--- config.mk ---
export PLATFORM = sky130hd
export DESIGN_NAME = typed_handle_allocator
export DESIGN_NICKNAME = d
export VERILOG_FILES = /design/src/rtl/tha_pkg.sv /design/src/rtl/typed_handle_allocator.sv /design/src/rtl/tha_ram.sv /design/src/rtl/tha_ctrl.sv /design/src/rtl/tha_dp.sv
export VERILOG_INCLUDE_DIRS = /design/src /design/src/rtl
export SDC_FILE = /design/constraint.sdc
export NUM_CORES = 2
export LEC_CHECK = 0
export BUFFER_PORTS_ARGS = -buffer_cell sky130_fd_sc_hd__buf_2
export CAP_MARGIN = 0
export CELL_PAD_IN_SITES_DETAIL_PLACEMENT = 1
export CELL_PAD_IN_SITES_GLOBAL_PLACEMENT = 2
export CORE_ASPECT_RATIO = 1.75
export CORE_MARGIN = 2
export CORE_UTILIZATION = 48
export CTS_BUF_LIST = sky130_fd_sc_hd__clkbuf_16
export CTS_CLUSTER_DIAMETER = 200
export CTS_CLUSTER_SIZE = 14
export DETAILED_ROUTE_END_ITERATION = 10
export MAX_ROUTING_LAYER = met4
export PLACE_DENSITY = 0.84
export RECOVER_POWER = 100
export SLEW_MARGIN = 25
export SYNTH_ARGS = -nofsm -noshare
export SYNTH_HDL_FRONTEND = slang
export SYNTH_SLANG_ARGS = --single-unit
--- constraint.sdc ---
create_clock -name clk -period 14.4 [get_ports clk]
set_input_delay 2.16 -clock clk [delete_from_list [all_inputs] [get_ports clk]]
set_output_delay 2.16 -clock clk [all_outputs]
set_load 0.01 [all_outputs]
--- src/rtl/typed_handle_allocator_macros.svh ---
// Assertion macros used by the allocator's checked top module.
// Each macro expects clk and rst_n in scope.
`ifndef TYPED_HANDLE_ALLOCATOR_MACROS_SVH
`define TYPED_HANDLE_ALLOCATOR_MACROS_SVH

// Check cons in the same cycle as ante.
`define THA_ASSERT_NOW(label, ante, cons, msg) \
    label: assert property (@(posedge clk) disable iff (!rst_n) (ante) |-> (cons)) \
        else $error(msg);

// Check cons in the cycle after ante.
`define THA_ASSERT_NEXT(label, ante, cons, msg) \
    label: assert property (@(posedge clk) disable iff (!rst_n) (ante) |=> (cons)) \
        else $error(msg);

`endif

--- src/rtl/tha_pkg.sv ---
package tha_pkg;

    // Fixed field widths of the channels
    localparam int ID_W       = 9;
    localparam int STATUS_W   = 2;
    localparam int RUN_W      = 7;
    localparam int TYPE_IN_W  = 4;
    localparam int TYPE_MAX_W = 8;

    // Default sizing
    localparam int TABLE_DEPTH_DEF = 256;
    localparam int MAX_RUN_DEF     = 64;
    localparam int TYPE_BITS_DEF   = 4;

    // Tag of a free slot
    localparam logic [TYPE_MAX_W-1:0] TYPE_NONE = '0;

    typedef enum logic [1:0] {
        OP_GENERATE = 2'd0,
        OP_DELETE   = 2'd1,
        OP_QUERY    = 2'd2,
        OP_CLAIM    = 2'd3
    } op_t;

    typedef enum logic [STATUS_W-1:0] {
        ST_OK      = 2'd0,
        ST_INVALID = 2'd1,
        ST_NOSPACE = 2'd2,
        ST_BADID   = 2'd3
    } status_t;

    // Commands from the controller to the datapath
    typedef struct packed {
        logic    load;
        logic    clr_wr;
        logic    scan_start;
        logic    scan_step;
        logic    lookup_rd;
        logic    claim_wr;
        logic    del_wr;
        logic    append;
        logic    emit_run;
        logic    out_reply;
        status_t reply_status;
        logic    reply_present;
    } tha_cmd_t;

    // Status from the datapath to the controller
    typedef struct packed {
        op_t  op;
        logic clr_done;
        logic n_zero;
        logic n_big;
        logic type_zero;
        logic id_zero;
        logic id_over;
        logic used_zero;
        logic match;
        logic found;
        logic scan_done;
        logic no_room;
        logic run_last;
        logic out_free;
    } tha_stat_t;

endpackage

--- src/rtl/typed_handle_allocator.sv ---
// Typed handle allocator: a table of type tags (tag 0 = free) with 1-based handles.
// Input channel (in_valid / in_stall) carries operation, object_type, run_length and
// object_id; a transfer happens when in_valid is high and in_stall is low.
// Output channel (out_valid / out_stall) carries granted_id, status, is_present, last;
// every item yields one or more results, the final one marked by last.
// One item is in work at a time; in_stall is low only while the block is idle.
// Delete, query and claim: after the decode state the result is loaded once the output is free.
// Generate: the first-fit scan reads one slot per cycle from the single read port of
// the tag memory; then one result per cycle follows while out_stall is low, run_length
// results in all.
// Reset: after rst_n rises, a clearing pass writes every slot free, one per cycle, with
// in_stall high; results never appear during it.
// Stall: a result holds in the output register while out_stall is high, and the run
// under way pauses until it is taken; the next input can be taken while the last
// result of the previous item still waits.
`include "typed_handle_allocator_macros.svh"

module typed_handle_allocator import tha_pkg::*; #(
    parameter int TABLE_DEPTH = TABLE_DEPTH_DEF,
    parameter int MAX_RUN     = MAX_RUN_DEF,
    parameter int TYPE_BITS   = TYPE_BITS_DEF
) (
    input  logic                 clk,
    input  logic                 rst_n,
    input  logic                 in_valid,
    output logic                 in_stall,
    input  logic [1:0]           operation,
    input  logic [TYPE_IN_W-1:0] object_type,
    input  logic [RUN_W-1:0]     run_length,
    input  logic [ID_W-1:0]      object_id,
    output logic                 out_valid,
    input  logic                 out_stall,
    output logic [ID_W-1:0]      granted_id,
    output logic [STATUS_W-1:0]  status,
    output logic                 is_present,
    output logic                 last
);

    tha_cmd_t  cmd;
    tha_stat_t stat;

    tha_ctrl u_ctrl (
        .clk      (clk),
        .rst_n    (rst_n),
        .in_valid (in_valid),
        .in_stall (in_stall),
        .stat     (stat),
        .cmd      (cmd)
    );

    tha_dp #(
        .TABLE_DEPTH (TABLE_DEPTH),
        .MAX_RUN     (MAX_RUN),
        .TYPE_BITS   (TYPE_BITS)
    ) u_dp (
        .clk         (clk),
        .rst_n       (rst_n),
        .operation   (operation),
        .object_type (object_type),
        .run_length  (run_length),
        .object_id   (object_id),
        .out_stall   (out_stall),
        .out_valid   (out_valid),
        .granted_id  (granted_id),
        .status      (status),
        .is_present  (is_present),
        .last        (last),
        .cmd         (cmd),
        .stat        (stat)
    );

    // No result while the table is being cleared
    `THA_ASSERT_NOW(a_no_out_in_clear, cmd.clr_wr, !out_valid, "result during clear")
    // An accepted item blocks further input
    `THA_ASSERT_NEXT(a_busy_after_in, in_valid && !in_stall, in_stall, "input not held off")
    // A run keeps results coming until its last one
    `THA_ASSERT_NEXT(a_run_continues, out_valid && !last, out_valid, "run broke off")
    // A granted handle always comes with status ok
    `THA_ASSERT_NOW(a_grant_ok, out_valid && (granted_id != '0), status == ST_OK, "grant not ok")

endmodule

--- src/rtl/tha_ram.sv ---
module tha_ram #(
    parameter int WIDTH = 4,
    parameter int DEPTH = 256
) (
    input  logic                     clk,
    input  logic                     we,
    input  logic [$clog2(DEPTH)-1:0] waddr,
    input  logic [WIDTH-1:0]         wdata,
    input  logic                     re,
    input  logic [$clog2(DEPTH)-1:0] raddr,
    output logic [WIDTH-1:0]         rdata
);

    logic [WIDTH-1:0] mem_reg [DEPTH];
    logic [WIDTH-1:0] rdata_reg;

    // Write port and registered read port; read data holds while re is low
    always_ff @(posedge clk)
    begin
        if (we)
        begin
            mem_reg[waddr] <= wdata;
        end
        if (re)
        begin
            rdata_reg <= mem_reg[raddr];
        end
    end

    assign rdata = rdata_reg;

endmodule

--- src/rtl/tha_ctrl.sv ---
module tha_ctrl import tha_pkg::*; (
    input  logic      clk,
    input  logic      rst_n,
    input  logic      in_valid,
    output logic      in_stall,
    input  tha_stat_t stat,
    output tha_cmd_t  cmd
);

    typedef enum logic [2:0] {
        S_CLEAR,
        S_IDLE,
        S_DECODE,
        S_SCAN,
        S_LOOKUP,
        S_EMIT,
        S_REPLY
    } state_t;

    state_t  state_reg, state_next;
    status_t reply_reg, reply_next;

    // Sequence one item at a time
    always_comb
    begin
        cmd              = '0;
        cmd.reply_status = reply_reg;
        state_next       = state_reg;
        reply_next       = reply_reg;
        unique case (state_reg)
            S_CLEAR:
            begin
                cmd.clr_wr = 1'b1;
                if (stat.clr_done)
                begin
                    state_next = S_IDLE;
                end
            end
            S_IDLE:
            begin
                if (in_valid)
                begin
                    cmd.load   = 1'b1;
                    state_next = S_DECODE;
                end
            end
            S_DECODE:
            begin
                unique case (stat.op)
                    OP_GENERATE:
                    begin
                        priority if (stat.n_zero)
                        begin
                            reply_next = ST_OK;
                            state_next = S_REPLY;
                        end
                        else if (stat.type_zero)
                        begin
                            reply_next = ST_BADID;
                            state_next = S_REPLY;
                        end
                        else if (stat.n_big)
                        begin
                            reply_next = ST_NOSPACE;
                            state_next = S_REPLY;
                        end
                        else
                        begin
                            cmd.scan_start = 1'b1;
                            state_next     = S_SCAN;
                        end
                    end
                    OP_DELETE:
                    begin
                        if (stat.used_zero)
                        begin
                            reply_next = ST_INVALID;
                            state_next = S_REPLY;
                        end
                        else
                        begin
                            cmd.lookup_rd = 1'b1;
                            state_next    = S_LOOKUP;
                        end
                    end
                    OP_QUERY:
                    begin
                        cmd.lookup_rd = 1'b1;
                        state_next    = S_LOOKUP;
                    end
                    OP_CLAIM:
                    begin
                        priority if (stat.id_zero || stat.type_zero)
                        begin
                            reply_next = ST_BADID;
                        end
                        else if (stat.id_over)
                        begin
                            reply_next = ST_NOSPACE;
                        end
                        else
                        begin
                            cmd.claim_wr = 1'b1;
                            reply_next   = ST_OK;
                        end
                        state_next = S_REPLY;
                    end
                endcase
            end
            S_SCAN:
            begin
                cmd.scan_step = 1'b1;
                priority if (stat.found)
                begin
                    state_next = S_EMIT;
                end
                else if (stat.scan_done)
                begin
                    if (stat.no_room)
                    begin
                        reply_next = ST_NOSPACE;
                        state_next = S_REPLY;
                    end
                    else
                    begin
                        cmd.append = 1'b1;
                        state_next = S_EMIT;
                    end
                end
            end
            S_LOOKUP:
            begin
                if (stat.out_free)
                begin
                    cmd.out_reply     = 1'b1;
                    cmd.reply_status  = ST_OK;
                    cmd.reply_present = (stat.op == OP_QUERY) && stat.match;
                    cmd.del_wr        = (stat.op == OP_DELETE) && stat.match;
                    state_next        = S_IDLE;
                end
            end
            S_EMIT:
            begin
                if (stat.out_free)
                begin
                    cmd.emit_run = 1'b1;
                    if (stat.run_last)
                    begin
                        state_next = S_IDLE;
                    end
                end
            end
            S_REPLY:
            begin
                if (stat.out_free)
                begin
                    cmd.out_reply = 1'b1;
                    state_next    = S_IDLE;
                end
            end
            default:
            begin
                state_next = S_IDLE;
            end
        endcase
    end

    // Hold state and the pending reply code
    always_ff @(posedge clk or negedge rst_n)
    begin
        if (!rst_n)
        begin
            state_reg <= S_CLEAR;
            reply_reg <= ST_OK;
        end
        else
        begin
            state_reg <= state_next;
            reply_reg <= reply_next;
        end
    end

    assign in_stall = (state_reg != S_IDLE);

endmodule

--- src/rtl/tha_dp.sv ---
module tha_dp import tha_pkg::*; #(
    parameter int TABLE_DEPTH = TABLE_DEPTH_DEF,
    parameter int MAX_RUN     = MAX_RUN_DEF,
    parameter int TYPE_BITS   = TYPE_BITS_DEF
) (
    input  logic                 clk,
    input  logic                 rst_n,
    input  logic [1:0]           operation,
    input  logic [TYPE_IN_W-1:0] object_type,
    input  logic [RUN_W-1:0]     run_length,
    input  logic [ID_W-1:0]      object_id,
    input  logic                 out_stall,
    output logic                 out_valid,
    output logic [ID_W-1:0]      granted_id,
    output logic [STATUS_W-1:0]  status,
    output logic                 is_present,
    output logic                 last,
    input  tha_cmd_t             cmd,
    output tha_stat_t            stat
);

    localparam int AW = $clog2(TABLE_DEPTH);
    localparam int UW = $clog2(TABLE_DEPTH + 1);
    localparam int XW = ((UW > ID_W) ? UW : ID_W) + 1;

    // Latched item
    op_t                  op_reg;
    logic [TYPE_BITS-1:0] type_reg;
    logic [RUN_W-1:0]     n_reg;
    logic [ID_W-1:0]      id_reg;

    // Table bookkeeping and scan counters
    logic [UW-1:0]    used_reg, used_next;
    logic [AW-1:0]    clr_reg, clr_next;
    logic [UW-1:0]    scan_reg, scan_next;
    logic             rd_pend_reg, rd_pend_next;
    logic [RUN_W-1:0] run_reg, run_next;
    logic [UW-1:0]    cur_reg, cur_next;
    logic [RUN_W-1:0] k_reg, k_next;

    // Output register
    logic            out_valid_reg, out_valid_next;
    logic [ID_W-1:0] granted_reg, granted_next;
    status_t         status_reg, status_next;
    logic            present_reg, present_next;
    logic            last_reg, last_next;
    logic            out_load;

    logic [TYPE_MAX_W-1:0] type_ext;
    logic [XW-1:0]         used_x, id_x, n_x, scan_x, cur_x, depth_x;
    logic [XW-1:0]         id_m1_x, sum_x, base_x, gid_x;
    logic [AW-1:0]         id_addr;
    logic                  scan_issue, slot_free, id_in_used;

    logic                 ram_we, ram_re;
    logic [AW-1:0]        ram_waddr, ram_raddr;
    logic [TYPE_BITS-1:0] ram_wdata, rd_data;

    assign type_ext = TYPE_MAX_W'(object_type);

    // Common-width views for compare, add and subtract
    assign used_x  = XW'(used_reg);
    assign id_x    = XW'(id_reg);
    assign n_x     = XW'(n_reg);
    assign scan_x  = XW'(scan_reg);
    assign cur_x   = XW'(cur_reg);
    assign depth_x = XW'(TABLE_DEPTH);
    assign id_m1_x = id_x - XW'(1);
    assign id_addr = id_m1_x[AW-1:0];
    assign sum_x   = used_x + n_x;
    assign base_x  = scan_x - n_x;
    assign gid_x   = cur_x + XW'(1);

    assign scan_issue = (scan_x < used_x);
    assign slot_free  = (rd_data == TYPE_NONE[TYPE_BITS-1:0]);
    assign id_in_used = (id_reg != '0) && (id_x <= used_x);
    assign out_load   = cmd.emit_run || cmd.out_reply;

    // Status toward the controller
    always_comb
    begin
        stat           = '0;
        stat.op        = op_reg;
        stat.clr_done  = (clr_reg == AW'(TABLE_DEPTH - 1));
        stat.n_zero    = (n_reg == '0);
        stat.n_big     = (n_reg > RUN_W'(MAX_RUN));
        stat.type_zero = (type_reg == TYPE_NONE[TYPE_BITS-1:0]);
        stat.id_zero   = (id_reg == '0);
        stat.id_over   = (id_x > depth_x);
        stat.used_zero = (used_reg == '0);
        stat.match     = id_in_used && (rd_data == type_reg);
        stat.found     = rd_pend_reg && slot_free && ((run_reg + RUN_W'(1)) == n_reg);
        stat.scan_done = !rd_pend_reg && !scan_issue;
        stat.no_room   = (sum_x > depth_x);
        stat.run_last  = ((k_reg + RUN_W'(1)) == n_reg);
        stat.out_free  = !out_valid_reg || !out_stall;
    end

    // Select the single write of this cycle
    always_comb
    begin
        ram_we    = 1'b0;
        ram_waddr = id_addr;
        ram_wdata = type_reg;
        if (cmd.clr_wr)
        begin
            ram_we    = 1'b1;
            ram_waddr = clr_reg;
            ram_wdata = '0;
        end
        else if (cmd.claim_wr)
        begin
            ram_we = 1'b1;
        end
        else if (cmd.del_wr)
        begin
            ram_we    = 1'b1;
            ram_wdata = '0;
        end
        else if (cmd.emit_run)
        begin
            ram_we    = 1'b1;
            ram_waddr = cur_reg[AW-1:0];
        end
    end

    // Read the scan slot or the looked-up handle
    assign ram_re    = (cmd.scan_step && scan_issue) || cmd.lookup_rd;
    assign ram_raddr = cmd.lookup_rd ? id_addr : scan_reg[AW-1:0];

    tha_ram #(
        .WIDTH (TYPE_BITS),
        .DEPTH (TABLE_DEPTH)
    ) u_slot_ram (
        .clk   (clk),
        .we    (ram_we),
        .waddr (ram_waddr),
        .wdata (ram_wdata),
        .re    (ram_re),
        .raddr (ram_raddr),
        .rdata (rd_data)
    );

    // Advance counters, grow the used part, load results
    always_comb
    begin
        used_next      = used_reg;
        clr_next       = clr_reg;
        scan_next      = scan_reg;
        rd_pend_next   = rd_pend_reg;
        run_next       = run_reg;
        cur_next       = cur_reg;
        k_next         = k_reg;
        out_valid_next = out_valid_reg;
        granted_next   = granted_reg;
        status_next    = status_reg;
        present_next   = present_reg;
        last_next      = last_reg;

        if (cmd.clr_wr)
        begin
            clr_next = clr_reg + AW'(1);
        end
        if (cmd.scan_start)
        begin
            scan_next    = '0;
            run_next     = '0;
            rd_pend_next = 1'b0;
        end
        if (cmd.scan_step)
        begin
            if (scan_issue)
            begin
                scan_next = scan_reg + UW'(1);
            end
            rd_pend_next = scan_issue;
            if (rd_pend_reg)
            begin
                run_next = slot_free ? (run_reg + RUN_W'(1)) : '0;
            end
            if (stat.found)
            begin
                cur_next = base_x[UW-1:0];
                k_next   = '0;
            end
        end
        if (cmd.append)
        begin
            cur_next  = used_reg;
            k_next    = '0;
            used_next = sum_x[UW-1:0];
        end
        if (cmd.claim_wr && (id_x > used_x))
        begin
            used_next = id_x[UW-1:0];
        end
        if (cmd.emit_run)
        begin
            cur_next     = cur_reg + UW'(1);
            k_next       = k_reg + RUN_W'(1);
            granted_next = gid_x[ID_W-1:0];
            status_next  = ST_OK;
            present_next = 1'b0;
            last_next    = stat.run_last;
        end
        if (cmd.out_reply)
        begin
            granted_next = '0;
            status_next  = cmd.reply_status;
            present_next = cmd.reply_present;
            last_next    = 1'b1;
        end
        if (out_load)
        begin
            out_valid_next = 1'b1;
        end
        else if (!out_stall)
        begin
            out_valid_next = 1'b0;
        end
    end

    // Control registers
    always_ff @(posedge clk or negedge rst_n)
    begin
        if (!rst_n)
        begin
            used_reg      <= '0;
            clr_reg       <= '0;
            scan_reg      <= '0;
            rd_pend_reg   <= 1'b0;
            run_reg       <= '0;
            cur_reg       <= '0;
            k_reg         <= '0;
            out_valid_reg <= 1'b0;
        end
        else
        begin
            used_reg      <= used_next;
            clr_reg       <= clr_next;
            scan_reg      <= scan_next;
            rd_pend_reg   <= rd_pend_next;
            run_reg       <= run_next;
            cur_reg       <= cur_next;
            k_reg         <= k_next;
            out_valid_reg <= out_valid_next;
        end
    end

    // Payload registers
    always_ff @(posedge clk)
    begin
        if (cmd.load)
        begin
            op_reg   <= op_t'(operation);
            type_reg <= type_ext[TYPE_BITS-1:0];
            n_reg    <= run_length;
            id_reg   <= object_id;
        end
        granted_reg <= granted_next;
        status_reg  <= status_next;
        present_reg <= present_next;
        last_reg    <= last_next;
    end

    assign out_valid  = out_valid_reg;
    assign granted_id = granted_reg;
    assign status     = status_reg;
    assign is_present = present_reg;
    assign last       = last_reg;

endmodule

==> results.md <==
- By startpoint and endpoint, the worst setup path is classified as reg2reg.
- The final core utilization is 0.523.
- Setup repair after global routing left no endpoint under its margin.
- The hold buffer count at cts is 0.
- The smallest clock period supported by the final layout is computed as 10.09 ns.
- The commonest cells after synthesis are sky130_fd_sc_hd__edfxtp_1 (1,053), sky130_fd_sc_hd__nand2_1 (864), sky130_fd_sc_hd__nor3_1 (287).
- The fraction of the mapped netlist area in simple logic gates is 0.166.
- The number of buffers inserted by post-CTS setup repair is 0.
- At the later pin of the worst-skew pair, clock insertion delay measures 0.72 ns.
- The final cell count without fillers is 5,160.
- Static timing analysis puts the maximum clock frequency at 0.0991 GHz.
- The count of input and output buffers is 40.
- The worst-case IR drop observed on VDD is 152 µV.
- The dominant combinational cell family by area after synthesis is simple AND/OR/NAND/NOR gates.
- At the end of routability-driven placement, the weighted congestion stood at 0.879.
- The layout net count is 3,894.
- Adding up every negative setup slack in the final design gives 0 ns.
- For this design, the sink count on the clock tree is 1,119.
- Of the post-synthesis cell area, the dominant cell type holds 0.655.
- By area the synthesized netlist is led by sky130_fd_sc_hd__edfxtp_1 (66%), sky130_fd_sc_hd__nand2_1 (6.7%), sky130_fd_sc_hd__nor3_1 (3.0%).
- The flow ran to the end, but the final reports show violations.
- The post-synthesis cell type count is 75.
- The path class of the tightest hold or removal check is reg2reg.
- The leakage component of the power is 17.1 nW.
- The synthesized instance count is 3,905.
- The fraction of synthesis flops using an asynchronous set or reset pin is 0.0500.
- The clock slew seen by the registers of the worst setup and hold paths is 0.08 ns.
- The maximum fanout along the worst path is 89.
- Summed over all layers, the global routing overflow is 0.
- The routed wirelength normalized by instance count is 29.9 µm.
- The capturing element type of the critical path is a register.
- The global-route wire length before repair is 226 mm.
- Counting tap cells, the placed design contains a total of 5,046 instances.
- The number of I/O pins is 41.
- 0 antenna diodes ended up in the layout.
- Measured along the y axis, the die boundary spans 423 µm.
- Of the total synthesized cell area, the portion taken by XOR and XNOR cells is 0.0103.
- The required arrival time at the worst endpoint is 14.87 ns.
- STA classifies the critical path startpoint as a register.
- Summed over all layers, the routed wires come to 154 mm.
- Measured against the total synthesized area, the mux share comes to 0.0131.
- The number of CTS-inserted buffers is 89.
- The setup violation total in the final timing report is 0.
- Summing over every cut layer, the via total after detailed routing is 32,800.
- Of the cells placed in the final design, the portion with a size suffix greater than 1 is 0.0549.
- The horizontal die dimension is 244 µm.
- The number of gates resized after CTS is 0.
- Yosys instantiated no cell more often than sky130_fd_sc_hd__edfxtp_1.
- For this run, the leading register cell type out of synthesis is sky130_fd_sc_hd__edfxtp_1.
- The initial core utilization is 0.485.
- The setup skew after layout is 0.0257 ns.
- The cell area that synthesis handed to floorplanning was 48,300 µm².
- Before CTS, the worst setup slack after placement is 7.52 ns.
- The core region is 99,500 µm².
- TritonCTS built the clock tree.
- The root buffer cell is sky130_fd_sc_hd__clkbuf_16.
- The via count of the first global-routing pass came to 34,300.
- The number of flip-flops in the largest register is 1,024.
- The maximum clock insertion buffer count is 3.
- The share of synthesized area occupied by flip-flops and latches is 0.689.
- The transition time at the pin with the least slew margin is 4.16 ns.
- Counting flops and latches in the post-synthesis netlist gives 1,119.
- The number of routed nets with antenna violations is 0.
- The first detailed-routing pass ran for 5 iterations.
- In the global route stage, overall resource usage came out at 0.307.
- The worst setup slack after layout is 4.31 ns.
- The power consumption is 10.1 mW.
- The initialized floorplan defines 153 standard-cell rows.
- The post-synthesis net count is 3,976.
- The detailed router finished its first iteration with 2,471 violations.
- The number of violations of the max-capacitance limit is 18.
- The largest net degree at the start of global routing is 197.
- The finished layout cell area is 52,100 µm².
- The data arrival at the endpoint of the critical path is 10.57 ns.
- Summing all placed instances gives a cell area of 49,700 µm².
- The max-slew violation count came to 899.
- The remaining design rule violation count is 0.
- The number of warnings printed during yosys synthesis is 0.
- The minimum hold slack is 0.447 ns.
- The number of hold violations in the final report is 0.
- The power per standard cell area is 193 nW/µm².
- The HPWL after detailed placement is 101 mm.
- The H-tree was split into 3 levels.
- The initial antenna violation count came to 0.
- sky130_fd_sc_hd__edfxtp_1 takes more of the synthesized area than any other cell.
- The tightest slew margin relative to the limit is -1.77.
- The synthesized design contains 1,053 enable-type register cells.
- The floorplan step defined a die boundary enclosing 103,000 µm².
- The adder-cell share of the synthesized area is 0.0120.
- The filler cells instantiated in the layout total 10,000.
- The final reports fail on capacitance limit, slew limit.
- The area fraction in compound gates after synthesis is 0.0816.
- Dividing the final minimum period by the clock period gives 0.701.
- The layout overhead on the synthesized area is 7.93%.
- Dividing the synthesized area by the synthesized cell count gives 12.4 µm².
- The via density per instance is 6.36.
-- power by group --
part | leakage [nW] | internal, mW | switching (mW)
clock | 1.24 | 1.13 | 1.12
combinational | 5.53 | 0.825 | 2.78
sequential | 10.3 | 4.04 | 0.154
-- logic make-up after synthesis --
group / Yosys count
flip-flops: 1119
AND/OR/NAND/NOR: 1755
XOR/XNOR: 57
adder cells (fa/ha/maj): 45
buffers and inverters: 337
AO/OA/AOI/OAI: 530
multiplexers: 62
-- worst max-delay path, cell delays in order, from the launching register on --
cell and delay, ns:
sky130_fd_sc_hd__edfxtp_1 0.43, sky130_fd_sc_hd__inv_1 0.13, sky130_fd_sc_hd__ha_1 0.26, sky130_fd_sc_hd__o21ai_0 0.26, sky130_fd_sc_hd__nor2_1 0.72, sky130_fd_sc_hd__nand3_4 0.56
sky130_fd_sc_hd__nand2_1 1.45, sky130_fd_sc_hd__clkbuf_1 3.00, sky130_fd_sc_hd__buf_4 0.99, sky130_fd_sc_hd__nand4_1 0.26, sky130_fd_sc_hd__o21ai_0 0.20, sky130_fd_sc_hd__o2111ai_1 0.39
sky130_fd_sc_hd__nor4_1 0.71, sky130_fd_sc_hd__a2111oi_0 0.17, sky130_fd_sc_hd__a21o_1 0.20
-- cells in the final DEF (no fill, tap or decap), types with 31 or more instances in the layout --
cell	netlist	final
sky130_fd_sc_hd__nand2_1	864	863
sky130_fd_sc_hd__and3_1	99	99
sky130_fd_sc_hd__xnor2_1	31	31
sky130_fd_sc_hd__inv_1	53	68
sky130_fd_sc_hd__ha_1	43	43
sky130_fd_sc_hd__nor2_1	69	67
sky130_fd_sc_hd__a311oi_1	81	81
sky130_fd_sc_hd__a31oi_1	46	42
sky130_fd_sc_hd__buf_4	2	49
sky130_fd_sc_hd__edfxtp_1	1053	1053
sky130_fd_sc_hd__dfrtp_1	56	56
sky130_fd_sc_hd__a2111oi_0	34	34
sky130_fd_sc_hd__o21ai_0	73	73
sky130_fd_sc_hd__mux2i_1	53	52
sky130_fd_sc_hd__nor3_1	287	285
sky130_fd_sc_hd__nand4_1	82	82
sky130_fd_sc_hd__clkbuf_1	194	42
sky130_fd_sc_hd__nand3_1	260	260
sky130_fd_sc_hd__clkbuf_16	0	92
sky130_fd_sc_hd__a211oi_1	111	111
-- layer usage --
layer	part of all wire	global-route usage	up-vias
met3	0.040	0.0322	418
met4	0.072	0.194	0
met1	0.36	0.330	16900
met5	0	-	-
met2	0.53	0.540	1005
li1	-	-	14500
-- final cells by class --
type | instances | area (µm²) | area share
clock buffer | 92 | 2300 | 0.0442
clock inverter | 19 | 128 | 0.00245
inverter | 53 | 199 | 0.00382
multi-input combinational | 2449 | 13900 | 0.266
sequential | 1119 | 33200 | 0.638
tap | 1317 | 1650 | 0.0316
timing repair buffer | 111 | 714 | 0.0137
-- worst paths after layout --
| path | slack (ns) | depth (start not counted) | end | start |
|---|---|---|---|---|
| worst max-delay path | 4.31 | 14 | u_dp.u_slot_ram.rdata[0]$_DFFE_PP_ | u_dp.op_reg[1]$_DFFE_PP_ |
| worst min-delay path | 0.45 | 2 | u_dp.granted_id[1]$_SDFFE_PP0P_ | u_dp.granted_id[1]$_SDFFE_PP0P_ |
| worst max register to register | 4.31 | 14 | u_dp.u_slot_ram.rdata[0]$_DFFE_PP_ | u_dp.op_reg[1]$_DFFE_PP_ |
| worst min register to register | 0.45 | 2 | u_dp.granted_id[1]$_SDFFE_PP0P_ | u_dp.granted_id[1]$_SDFFE_PP0P_ |
| max in group asynchronous | 9.87 | 2 | u_dp.k_reg[3]$_DFFE_PN0P_ | rst_n |
| min in group asynchronous | 2.67 | 2 | u_dp.cur_reg[7]$_DFFE_PN0P_ | rst_n |
Power figures use the tool's default switching activity.
